[src/sv/fixed_point_alu_unit_macros.svh]
// assertion helpers for the fixed-point alu
`ifndef FIXED_POINT_ALU_UNIT_MACROS_SVH
`define FIXED_POINT_ALU_UNIT_MACROS_SVH

`ifndef SYNTHESIS
`define FPA_ASSERT(lbl, clk, rst, prop) \
   lbl: assert property (@(posedge clk) disable iff (rst) prop) \
      else $error("fixed-point alu check failed");
`define FPA_ASSERT_ALWAYS(lbl, clk, prop) \
   lbl: assert property (@(posedge clk) prop) \
      else $error("fixed-point alu check failed");
`else
`define FPA_ASSERT(lbl, clk, rst, prop)
`define FPA_ASSERT_ALWAYS(lbl, clk, prop)
`endif

`endif

[src/sv/fpa_pkg.sv]
`default_nettype none
package fpa_pkg;

   localparam logic [2:0] FUNC_ADD = 3'd0;
   localparam logic [2:0] FUNC_SUB = 3'd1;
   localparam logic [2:0] FUNC_MUL = 3'd2;
   localparam logic [2:0] FUNC_DIV = 3'd3;
   localparam logic [2:0] FUNC_MIN = 3'd4;
   localparam logic [2:0] FUNC_MAX = 3'd5;

   // classified operation as it waits for the back end
   typedef struct packed {
      logic        is_mul;
      logic        is_div;
      logic [31:0] mag_a;
      logic [31:0] mag_b;
      logic        neg;
      logic [31:0] early;
      logic        ovf;
      logic        dz;
      logic        less;
      logic        equal;
      logic        greater;
   } fpa_item_type;

endpackage
`default_nettype wire

[src/sv/fpa_queue.sv]
`default_nettype none
module fpa_queue (
   input  wire logic                  clock,
   input  wire logic                  reset,
   input  wire logic                  push,
   input  wire fpa_pkg::fpa_item_type push_item,
   output logic                       full,
   input  wire logic                  pop,
   output logic                       head_valid,
   output fpa_pkg::fpa_item_type      head_item
);
   import fpa_pkg::*;

   fpa_item_type slot_ff [2];
   logic       wr_ff, wr_in, rd_ff, rd_in;
   logic [1:0] cnt_ff, cnt_in;
   logic       do_push, do_pop;

   assign full       = cnt_ff == 2'd2;
   assign head_valid = cnt_ff != 2'd0;
   assign head_item  = slot_ff[rd_ff];
   assign do_push    = push && !full;
   assign do_pop     = pop && head_valid;

   always_comb begin
      wr_in  = wr_ff ^ do_push;
      rd_in  = rd_ff ^ do_pop;
      cnt_in = cnt_ff + 2'(do_push) - 2'(do_pop);
   end

   always_ff @(posedge clock) begin
      if (reset) begin
         wr_ff  <= 1'b0;
         rd_ff  <= 1'b0;
         cnt_ff <= 2'd0;
      end else begin
         wr_ff  <= wr_in;
         rd_ff  <= rd_in;
         cnt_ff <= cnt_in;
      end
   end

   always_ff @(posedge clock) begin
      if (do_push) begin
         slot_ff[wr_ff] <= push_item;
      end
   end

endmodule
`default_nettype wire

[config.mk]
export PLATFORM = sky130hd
export DESIGN_NAME = fpa_queue
export DESIGN_NICKNAME = d
export VERILOG_FILES = /design/src/sv/fixed_point_alu_unit_macros.svh /design/src/sv/fpa_pkg.sv /design/src/sv/fpa_queue.sv
export SDC_FILE = /design/constraint.sdc
export NUM_CORES = 1
export LEC_CHECK = 0
export BUFFER_PORTS_ARGS = -buffer_cell sky130_fd_sc_hd__clkbuf_2
export CORE_ASPECT_RATIO = 0.6
export CORE_UTILIZATION = 50
export DETAILED_ROUTE_END_ITERATION = 10
export PLACE_DENSITY = 0.77
export REMOVE_ABC_BUFFERS = 1
export SLEW_MARGIN = 5
export SYNTH_ARGS = -nofsm -noshare
export SYNTH_HDL_FRONTEND = slang
export SYNTH_SLANG_ARGS = --single-unit
[constraint.sdc]
create_clock -name clock -period 4.4 [get_ports clock]
set_input_delay 0.22 -clock clock [delete_from_list [all_inputs] [get_ports clock]]
set_output_delay 0.22 -clock clock [all_outputs]
set_load 0.01 [all_outputs]
# == Word level (Yosys, flattened, before mapping) ==
# Memories as Yosys holds them, arrays and structs flattened. A register that Yosys moved wholly into a read port is not among the register bits.
# Cells that the tools add are included.
# totals
ff_bits,4
ram_bits,208
inputBits,108
out_inout_bits,106
elab_cells,16
memories,1
# memory_table
name,depth,word_bits,read_ports,rd_clocked_by_memory_dff,write_ports,line_no,rtl
slot_ff,2,104,1,1,1,fpa_queue.sv:14,fpa_item_type slot_ff [2];
# classes
addsub,2
eq_ne,1
muxes,3
n_bitwise,2
n_reduce_logical,4
# ops
operator,n
1-bit 2-to-1 mux,3
2-bit by 1-bit adder with 2-bit output,1
"2-bit == test, second input constant",1
1-bit logical AND,2
2-bit nonzero test,1
2-bit by 1-bit subtractor with 2-bit output,1
1-bit XOR,2
1-bit logical NOT,1

# == Logic depth before layout (Yosys ltp) ==
# logic_depth
word_depth,5
depth_mapped,7
depth_no_buf,7

# == Worst setup path after synthesis ==
# No wires, ideal clock.
# synth_timing
kind,register to register
startpoint,reg cnt_ff[0]
endpoint,"mem slot_ff[1][0] in the netlist's numbering, enable pin"
setup_time_ns,0.475
arrival_time_ns,3.077
t_required_ns,3.925
setup_slack_ns,0.848
path_stages_with_launch,4
path_buffers,0
period_less_slack_ns,3.552
path_cell_list,dfxtp_1 nand2b_1 and2_1 ha_1
# synth_between
elab_chain_len,5
# synth_rtl
element,line_no,rtl
"start, declared",fpa_queue.sv:16,"logic [1:0] cnt_ff, cnt_in;"
"start signal, assigned",fpa_queue.sv:39,cnt_ff <= cnt_in;
2-bit == test,fpa_queue.sv:19,assign full = cnt_ff == 2'd2;
1-bit logical NOT,fpa_queue.sv:22,assign do_push = push && !full;
1-bit logical AND,fpa_queue.sv:22,
1-bit 2-to-1 mux,fpa_queue.sv:44,if (do_push) begin
1-bit 2-to-1 mux (implied by the code),fpa_queue.sv:45,slot_ff[wr_ff] <= push_item;
"end, declared",fpa_queue.sv:14,
# Every way passes these cells.

==> metrics.yaml <==
run_status:
  status: "completed"
timing:
  max-slew-margin-rel: 0.301
  finalSetupViolCount: 0
  min_period_ps: 2790
  worst_slack_ps: 1610
  max_freq_ghz: 0.358
  hold_viol: 0
  post-route-period-util: 0.635
  rsz0062_at_grt: "false"
  fin_worst_skew_ps: 5.55
  final_max_slew_viol_count: 0
  final.setup.tns_ps: 0
  tightestPinTransition_ps: 1050
cells_and_area:
  area_growth_pct: 37.5
  postLayoutCoreUtil: 0.706
  antenna_cells: 0
  post_route_cells_drive_above_1_share: 0.510
  fin_nets: 791
  fillCellCount: 989
logic_synthesis:
  ys_seq_elements: 212
  synth_top_area_frac: 0.791
  syn_inst: 347
  syn_avg_cell_area_um2: 22.7
  syn-cell-area_mm2: 0.00789
  synth_top_area_cell: "edfxtp_1"
  synthTopCellsByArea: "edfxtp_1, mux2_2, mux2_4"
  synth_seq_area_share: 0.801
  ys_warn_count: 0
  synth.distinct_cells: 18
clocking:
  ctsResizeCount: 0
  cts_max_path_buffers: 3
  cts_tree: "built"
  cts_sinks: 212
  h-tree-depth: 1
  cts_setup_buffers: 0
  cts-root-buf: "clkbuf_16"
  cts_buffers: 19
  clock_latency_ps: 480
  cts.reportedPaths.clkPinSlew_ps: 60
global_route:
  antenna_found_initial: 0
  grt-ovfl-total: 0
  grt_max_degree: 69
  grt_pass1_wl_mm: 23.5
  grt_pass1_vias: 4533
  track_usage: 0.192
place:
  portBuffers: 213
  gp_congestion: 0.840
  hpwlAfterDp_mm: 9.35
  pre_cts_slack_ps: 2020
route:
  firstDrtPassIters: 4
  wire_per_inst_um: 17.7
  drc: 0
  postRouteAntennaNets: 0
  wirelength_mm: 15.8
  vias_per_cell: 4.89
  vias: 4365
  drt-initial-drc-count: 281
critical_path:
  start_kind: "flip-flop"
  arrival_ps: 2570
  worstPathMaxFanout: 63
  endpoint_kind: "output pin"
  critPathKind: "reg2out"
  critPathRequiredTime_ps: 4180
power:
  p_leak_nw: 4.23
  vdd_drop_max_uv: 363
  cellPowerDensity_mw_per_mm2: 525
floorplan:
  core_mm2: 0.0154
  start_util: 0.514
  dieHeight_um: 99.3
  fp-row-count: 35
  ios: 214
  die_x_um: 164
  die_area_mm2: 0.0163
hold_path:
  hold_class: "in2reg"
run:
  cap_violations: 0
## final cells by class
class | count | area, um2 | area share
clock inverters | 10 | 125 | 0.0115
repair buffers | 323 | 2170 | 0.200
clock buffers | 22 | 487 | 0.0448
well taps | 203 | 254 | 0.0234
inverters | 3 | 11.3 | 0.00104
multi-input cells | 120 | 1480 | 0.136
flip-flops and latches | 212 | 6330 | 0.583
## cell usage in the layout (no fill, tap or decap), types with 3 or more instances in the layout
master and n:
nor2_1 3, bufinv_16 3, mux2_2 66, edfxtp_1 208, buf_4 4, clkinv_1 4, clkbuf_1 3, clkbuf_2 213
dfxtp_1 3, dlygate4sd3_1 105, mux2_4 39, inv_1 3, clkbuf_16 19
## state kept, by name, summed over array words and instances (netlist names)
| signal | cells |
|---|---|
| slot_ff | 208 |
| cnt_ff | 2 |
| rd_ff | 1 |
| wr_ff | 1 |
## metal layers
| layer | vias to the layer above | part of all wire | global-route usage |
|---|---|---|---|
| met1 | 2125 | 0.42 | 0.241 |
| met2 | 175 | 0.49 | 0.331 |
| met4 | 0 | 0.017 | 0.0463 |
| met5 | - | 0 | 0 |
| met3 | 21 | 0.080 | 0.0550 |
| li1 | 2044 | - | - |
## synthesized netlist by cell type
cell type and instances:
nand2b_1 1, buf_8 2, mux2_2 66, edfxtp_1 208
or2_2 1, buf_6 3, dfxtp_1 4, nor2b_1 2
ha_1 4, and2_1 1, o21a_1 1, buf_2 6
xnor3_1 1, mux2_4 39, inv_1 3, nor2_1 3
nand2_1 1, buf_4 1
## where the power goes
part,switching (mW),internal (mW),leakage [nW]
Combinational,0.646,0.696,1.96
Sequential,0.149,2.56,1.98
Clock,0.677,0.967,0.291
Total,1.47,4.23,4.23
## cell families (layout without fill, tap and decap cells)
kind of cell | count (synthesis) | count (layout) | share of synthesized area
adder cells (fa/ha/maj) | 4 | 4 | 0.00634
AO/OA/AOI/OAI | 1 | 1 | 0.000951
flip-flops | 212 | 212 | 0.801
XOR/XNOR | 1 | 1 | 0.00285
AND/OR/NAND/NOR | 9 | 9 | 0.00587
multiplexers | 105 | 105 | 0.168
buffers and inverters | 15 | 358 | 0.0143
## per-stage QoR
step	total power, mW	cells	hold slack (ps)	cell area [um2]
final	5.70	893	141	10900
after global routing	5.93	893	139	10900
after CTS	5.74	893	126	10900
after detailed placement	4.03	756	412	9190
after global placement	3.99	756	408	9190
after floorplan	3.57	335	287	7790
## final timing paths
kind                   from             end  slack, ps  depth (start not counted)
setup / recovery      rd_ff   head_item[20]       1610                          3
hold / removal          pop           rd_ff        140                          3
setup reg to reg  cnt_ff[0]  slot_ff[1][73]       2050                          4
hold reg to reg       wr_ff           wr_ff        640                          3
## repair_timing
action                                 4_1_cts  5_1_grt
hold buffers                               105        0
endpoints found under the hold margin      211        0
setup endpoints to repair                    0        0
## critical path, stage by stage (launching register included)
cell and delay, ps:
dfxtp_4 1050, buf_4 450, mux2_2 410, clkbuf_2 140
Note: power is estimated with default switching activity, not from simulation.
