### src/sv/fixed_point_alu_unit_macros.svh
// assertion helpers for the fixed-point alu
`ifndef FIXED_POINT_ALU_UNIT_MACROS_SVH
`define FIXED_POINT_ALU_UNIT_MACROS_SVH

`ifndef SYNTHESIS
`define FPA_ASSERT(lbl, clk, rst, prop) \
   lbl: assert property (@(posedge clk) disable iff (rst) prop) \
      else $error("fixed-point alu check failed");
`define FPA_ASSERT_ALWAYS(lbl, clk, prop) \
   lbl: assert property (@(posedge clk) prop) \
      else $error("fixed-point alu check failed");
`else
`define FPA_ASSERT(lbl, clk, rst, prop)
`define FPA_ASSERT_ALWAYS(lbl, clk, prop)
`endif

`endif

### src/sv/fpa_pkg.sv
`default_nettype none
package fpa_pkg;

   localparam logic [2:0] FUNC_ADD = 3'd0;
   localparam logic [2:0] FUNC_SUB = 3'd1;
   localparam logic [2:0] FUNC_MUL = 3'd2;
   localparam logic [2:0] FUNC_DIV = 3'd3;
   localparam logic [2:0] FUNC_MIN = 3'd4;
   localparam logic [2:0] FUNC_MAX = 3'd5;

   // classified operation as it waits for the back end
   typedef struct packed {
      logic        is_mul;
      logic        is_div;
      logic [31:0] mag_a;
      logic [31:0] mag_b;
      logic        neg;
      logic [31:0] early;
      logic        ovf;
      logic        dz;
      logic        less;
      logic        equal;
      logic        greater;
   } fpa_item_type;

endpackage
`default_nettype wire

### src/sv/fpa_front.sv
`default_nettype none
module fpa_front #(
   parameter int WORD_BITS = 32
) (
   input  wire logic [2:0]          func,
   input  wire logic [31:0]         operand_a,
   input  wire logic [31:0]         operand_b,
   output fpa_pkg::fpa_item_type    item
);
   import fpa_pkg::*;

   localparam int SH = 32 - WORD_BITS;
   localparam logic signed [32:0] MAXV = 33'sd1 <<< (WORD_BITS - 1);
   localparam logic signed [32:0] HI = MAXV - 33'sd1;
   localparam logic signed [32:0] LO = -MAXV;

   logic signed [31:0] a_x, b_x;
   logic signed [32:0] sum;
   logic        sum_ovf;
   logic [31:0] sum_sat;

   assign a_x = $signed(operand_a << SH) >>> SH;
   assign b_x = $signed(operand_b << SH) >>> SH;

   always_comb begin
      if (func == FUNC_SUB) begin
         sum = 33'({a_x[31], a_x}) - 33'({b_x[31], b_x});
      end else begin
         sum = 33'({a_x[31], a_x}) + 33'({b_x[31], b_x});
      end
      sum_ovf = 1'b0;
      sum_sat = sum[31:0];
      if (sum > HI) begin
         sum_ovf = 1'b1;
         sum_sat = HI[31:0];
      end else if (sum < LO) begin
         sum_ovf = 1'b1;
         sum_sat = LO[31:0];
      end
   end

   always_comb begin
      item.is_mul  = (func == FUNC_MUL);
      item.is_div  = (func == FUNC_DIV) && (b_x != 32'sd0);
      item.mag_a   = a_x[31] ? 32'd0 - a_x : a_x;
      item.mag_b   = b_x[31] ? 32'd0 - b_x : b_x;
      item.neg     = a_x[31] ^ b_x[31];
      item.less    = a_x < b_x;
      item.equal   = a_x == b_x;
      item.greater = a_x > b_x;
      item.dz      = (func == FUNC_DIV) && (b_x == 32'sd0);
      item.ovf     = 1'b0;
      item.early   = 32'd0;
      case (func)
         FUNC_ADD, FUNC_SUB: begin
            item.ovf   = sum_ovf;
            item.early = sum_sat;
         end
         FUNC_MIN: item.early = (a_x < b_x) ? a_x : b_x;
         FUNC_MAX: item.early = (a_x > b_x) ? a_x : b_x;
         default:  item.early = 32'd0;
      endcase
   end

endmodule
`default_nettype wire

### config.mk
export PLATFORM = sky130hd
export DESIGN_NAME = fpa_front
export DESIGN_NICKNAME = d
export VERILOG_FILES = /design/src/sv/fixed_point_alu_unit_macros.svh /design/src/sv/fpa_pkg.sv /design/src/sv/fpa_front.sv
export SDC_FILE = /design/constraint.sdc
export NUM_CORES = 1
export LEC_CHECK = 0
export BUFFER_PORTS_ARGS = -buffer_cell sky130_fd_sc_hd__buf_2
export CORE_MARGIN = 5
export CORE_UTILIZATION = 31
export DETAILED_ROUTE_END_ITERATION = 10
export PLACE_DENSITY_LB_ADDON = 0.08
export SYNTH_ARGS = -nofsm -noshare
export SYNTH_HDL_FRONTEND = slang
export SYNTH_SLANG_ARGS = --single-unit
### constraint.sdc
create_clock -name vclk -period 3.95
set_input_delay 0 -clock vclk [all_inputs]
set_output_delay 0 -clock vclk [all_outputs]
set_load 0.01 [all_outputs]
======== Word level (Yosys, flattened, before mapping) ========
Index checks and enable logic that the tools add are counted.
word-level totals
  output and inout bits ................... 104
  bits of input ports ..................... 67
  register bits ........................... 0
  logic and storage cells ................. 32
cells by class
  add/subtract/negate cells ............... 4
  order comparisons ....................... 4
  bitwise logic cells ..................... 1
  equal/unequal tests ..................... 6
  muxes and demuxes ....................... 11
  reduce and logical (&&, ||, !) cells .... 6
operators by type and width
  kind                     number
  $mux W32                 6
  $pmux W32 S3             1
  $sub A1 B32 Y32 const A  2
  $add A32 B32 Y33         1
  $gt A33 B32 Y1 const B   1
  $lt A33 B32 Y1 const B   1
  $mux W33                 1
  $sub A32 B32 Y33         1
  $eq A32 B32 Y1           1
  $gt A32 B32 Y1           1
  $logic_not A32 Y1        1
  $lt A32 B32 Y1           1
  $reduce_bool A32 Y1      1
  $eq A3 B2 Y1 const B     2
  $eq A3 B3 Y1 const B     2
  $eq A3 B1 Y1 const B     1
  $logic_not A3 Y1         1
  $mux W1                  3
  $logic_and A1 B1 Y1      2
  $reduce_or A2 Y1         1
  $xor A1 B1 Y1            1

======== Depth between registers and ports, before layout ========
  depth after elaboration ................. 6
  mapped depth ............................ 16
  gate-level depth less buffers ........... 13

======== Worst setup path after synthesis ========
Ideal clock, no wire load.
  path kind ............................... input to output
  from .................................... input operand_b[21]
  to ...................................... output item[11] in the netlist's numbering
  buffers on the path ..................... 3
  data arrival time ....................... 2.988 ns
  required time ........................... 3.950 ns
  slack ................................... 0.962 ns
  cell stages on the path ................. 14
  cell sequence ........................... clkbuf_1 -> inv_1 -> ha_1 -> clkbuf_1 -> nand4_1 -> nor4_1 -> nand2_1 -> nor4_1 -> nand2b_1 -> mux2i_1 -> nor3b_1 -> clkbuf_1 -> a22oi_1 -> o211ai_2
RTL lines
  element      RTL line        RTL
  from (decl)  fpa_front.sv:7  input wire logic [31:0] operand_b,
  to (decl)    fpa_front.sv:8  output fpa_pkg::fpa_item_type item

==> results.cfg <==
[sta]
fin_crit_sh_pct = 91.2
finalSetupViolations = 0
worstMarginPinSlew_ns = 0.787
max_freq_mhz = 278
hold_violations = 0
fin_setup_tns_ns = 0
slew_viol_final = 0
final.min_clock_period_ns = 3.60
rsz0062_at_grt = no
setup_ws_ns = 0.348
slew_headroom_pct = 47.1

[synthesis]
synth_top_area_cell = ha_1
ys_seq_area_share_pct = 0
ys_types = 74
synth_top_area_share_pct = 14.0
syn_area_um2 = 5910
synth.area.top_cells = ha_1, xnor2_1, a21oi_1
syn-num-nets = 1012
syn_inst = 877
synth.avg_cell_area_um2 = 6.73
yosysWarnings = 0

[drt]
ant_nets = 0
drtIter0Drc = 484
drtPass1Iterations = 5
vias = 7125
viasPerCell = 5.66
avgRoutedWirePerCell_um = 20.7
drcViolationCount = 0
routed_wl_um = 26000

[clock_network]
cts_resized = 0
cts_hold_buf = 0
postCtsSetupRepairBufs = 0

[power_and_ir_drop]
powerDensity_nw_per_um2 = 168
p_leak_uw = 0.00318
ir_drop_mv = 0.0675

[final_layout]
clock_buffers = 0
n_sequential_cell = 0
syn2layout_area_growth_pct = 19.0
num-nets-final = 1161
seq_area_um2 = 0
stdcell_count = 1258
antenna_cells = 0
fin_util_pct = 37.6
n_fill_cell = 2054
drive_gt1_share_pct = 24.8

[setup_path]
arrival_ns = 3.60
endpoint_kind = primary output
cp-start-kind = input port
required_ns = 3.95
worst-path-max-fanout = 9
critPathKind = input port to primary output

[die]
io_pins = 171
num_rows = 50
die_x_um = 148
start_util_pct = 31.6
die_area_um2 = 21900
die-height_um = 148
core_region_area_um2 = 18700

[global_route]
grt_pass1_wl_um = 40200
grt_start_max_net_pins = 35
grt_use_total_pct = 22.5
grt_pass1_vias = 7115
grt-ovfl-total = 0
antenna_found_initial = 1

[place]
post-place-ws_ns = 0.336
place_inst = 1258
dpl.hpwl_um = 21900
routabilityCongestion = 0.882
port_buffers = 171

[outcome]
outcome = completed

[job]
max_cap_viol_count = 0

[hold_path]
worstHoldPathType = input port to primary output
-- worst max-delay path, cell delays in order --
cell and delay (ns):
buf_2 0.15, inv_1 0.07, ha_1 0.40, or3_4 0.38, or3_1 0.33, a21oi_2 0.12, or4_1 0.15, or4b_1 0.44
a211o_1 0.40, nand2b_4 0.18, o211ai_4 0.42, buf_4 0.29, o211ai_2 0.11, buf_2 0.16
-- final timing paths --
path                     start  endpoint  slack [ns]  depth (start not counted)
setup / recovery  operand_b[6]  item[29]        0.35                         14
hold / removal    operand_a[0]  item[70]        0.27                          2
-- placed cells by master, fill, tap and decap left out, types with 5 or more instances in the layout --
| cell type | netlist | layout |
|---|---|---|
| ha_1 | 66 | 66 |
| or4_1 | 7 | 7 |
| xnor2_1 | 80 | 80 |
| inv_1 | 67 | 67 |
| a21oi_1 | 75 | 75 |
| nor4_1 | 17 | 17 |
| o21ai_1 | 7 | 7 |
| o211ai_2 | 30 | 30 |
| o22ai_1 | 5 | 5 |
| nor3_1 | 20 | 20 |
| a31oi_1 | 7 | 7 |
| o21bai_1 | 9 | 9 |
| o31ai_1 | 26 | 26 |
| nor2_1 | 65 | 65 |
| and3_1 | 5 | 5 |
| buf_2 | 6 | 171 |
| or3_1 | 18 | 18 |
| nor2b_1 | 12 | 12 |
| a211oi_1 | 5 | 5 |
| nand4_1 | 16 | 16 |
| o211ai_1 | 8 | 8 |
| o41ai_1 | 8 | 8 |
| a22oi_1 | 31 | 31 |
| buf_4 | 2 | 30 |
| nand2_1 | 55 | 55 |
| mux2i_1 | 6 | 6 |
| a21o_1 | 13 | 13 |
| xor2_1 | 8 | 8 |
| nand2b_1 | 13 | 13 |
| o21ai_0 | 62 | 62 |
| nand3_1 | 16 | 16 |
-- routing by layer --
layer	vias up	global-route usage (%)	share of wire (%)
met5	-	0	0.050
met4	2	3.05	1.5
met3	23	1.81	4.7
met2	216	38.2	46
met1	3357	31.8	47
li1	3527	-	-
-- kinds of logic (layout without fill, tap and decap cells) --
family | after synthesis | in the layout | share of synthesized area, %
compound gates | 323 | 323 | 38.9
simple gates | 266 | 266 | 23.1
buf+inv | 125 | 272 | 9.09
xor+xnor | 88 | 88 | 13.1
fa+ha+maj | 68 | 68 | 14.7
mux | 7 | 7 | 1.21
-- power breakdown --
group | total (uW) | switching (uW) | internal (uW)
registers | 0 | 0 | 0
clock network | 0 | 0 | 0
logic | 1180 | 725 | 455
total | 1180 | 725 | 455
-- per-stage QoR --
stage / total power (uW) / hold WS (ns) / cell area, um^2
2_1_floorplan: 751 / 0.0507 / 5910
3_3_place_gp: 1190 / 0.271 / 7030
3_5_place_dp: 1180 / 0.272 / 7030
4_1_cts: 1180 / 0.273 / 7030
5_1_grt: 1290 / 0.278 / 7030
6_report: 1180 / 0.268 / 7030
-- area by class of cell --
cell class                      count  area (um^2)  share of cell area (%)
Multi-Input combinational cell    752         5370                    76.4
Timing Repair Buffer              202         1100                    15.7
Tap cell                          234          293                    4.16
Inverter                           70          263                    3.74
-- Yosys cell counts, types with 5 or more instances --
library cell and instances:
xnor2_1 80, nand4_1 16, a22oi_1 31, a21oi_1 75, nor2b_1 12, nor4_1 17
mux2i_1 6, nor2_1 65, o21ai_1 7, o22ai_1 5, nor3_1 20, or4_1 7
o211ai_2 30, buf_2 6, o21ai_0 62, nand2b_1 13, o211ai_1 8, xor2_1 8
a211oi_1 5, and3_1 5, nand2_1 55, buf_6 7, a31oi_1 7, o41ai_1 8
ha_1 66, or3_1 18, inv_1 67, o21bai_1 9, a21o_1 13, clkbuf_1 36
nand3_1 16, o31ai_1 26
Power figures use the tool's default switching activity.
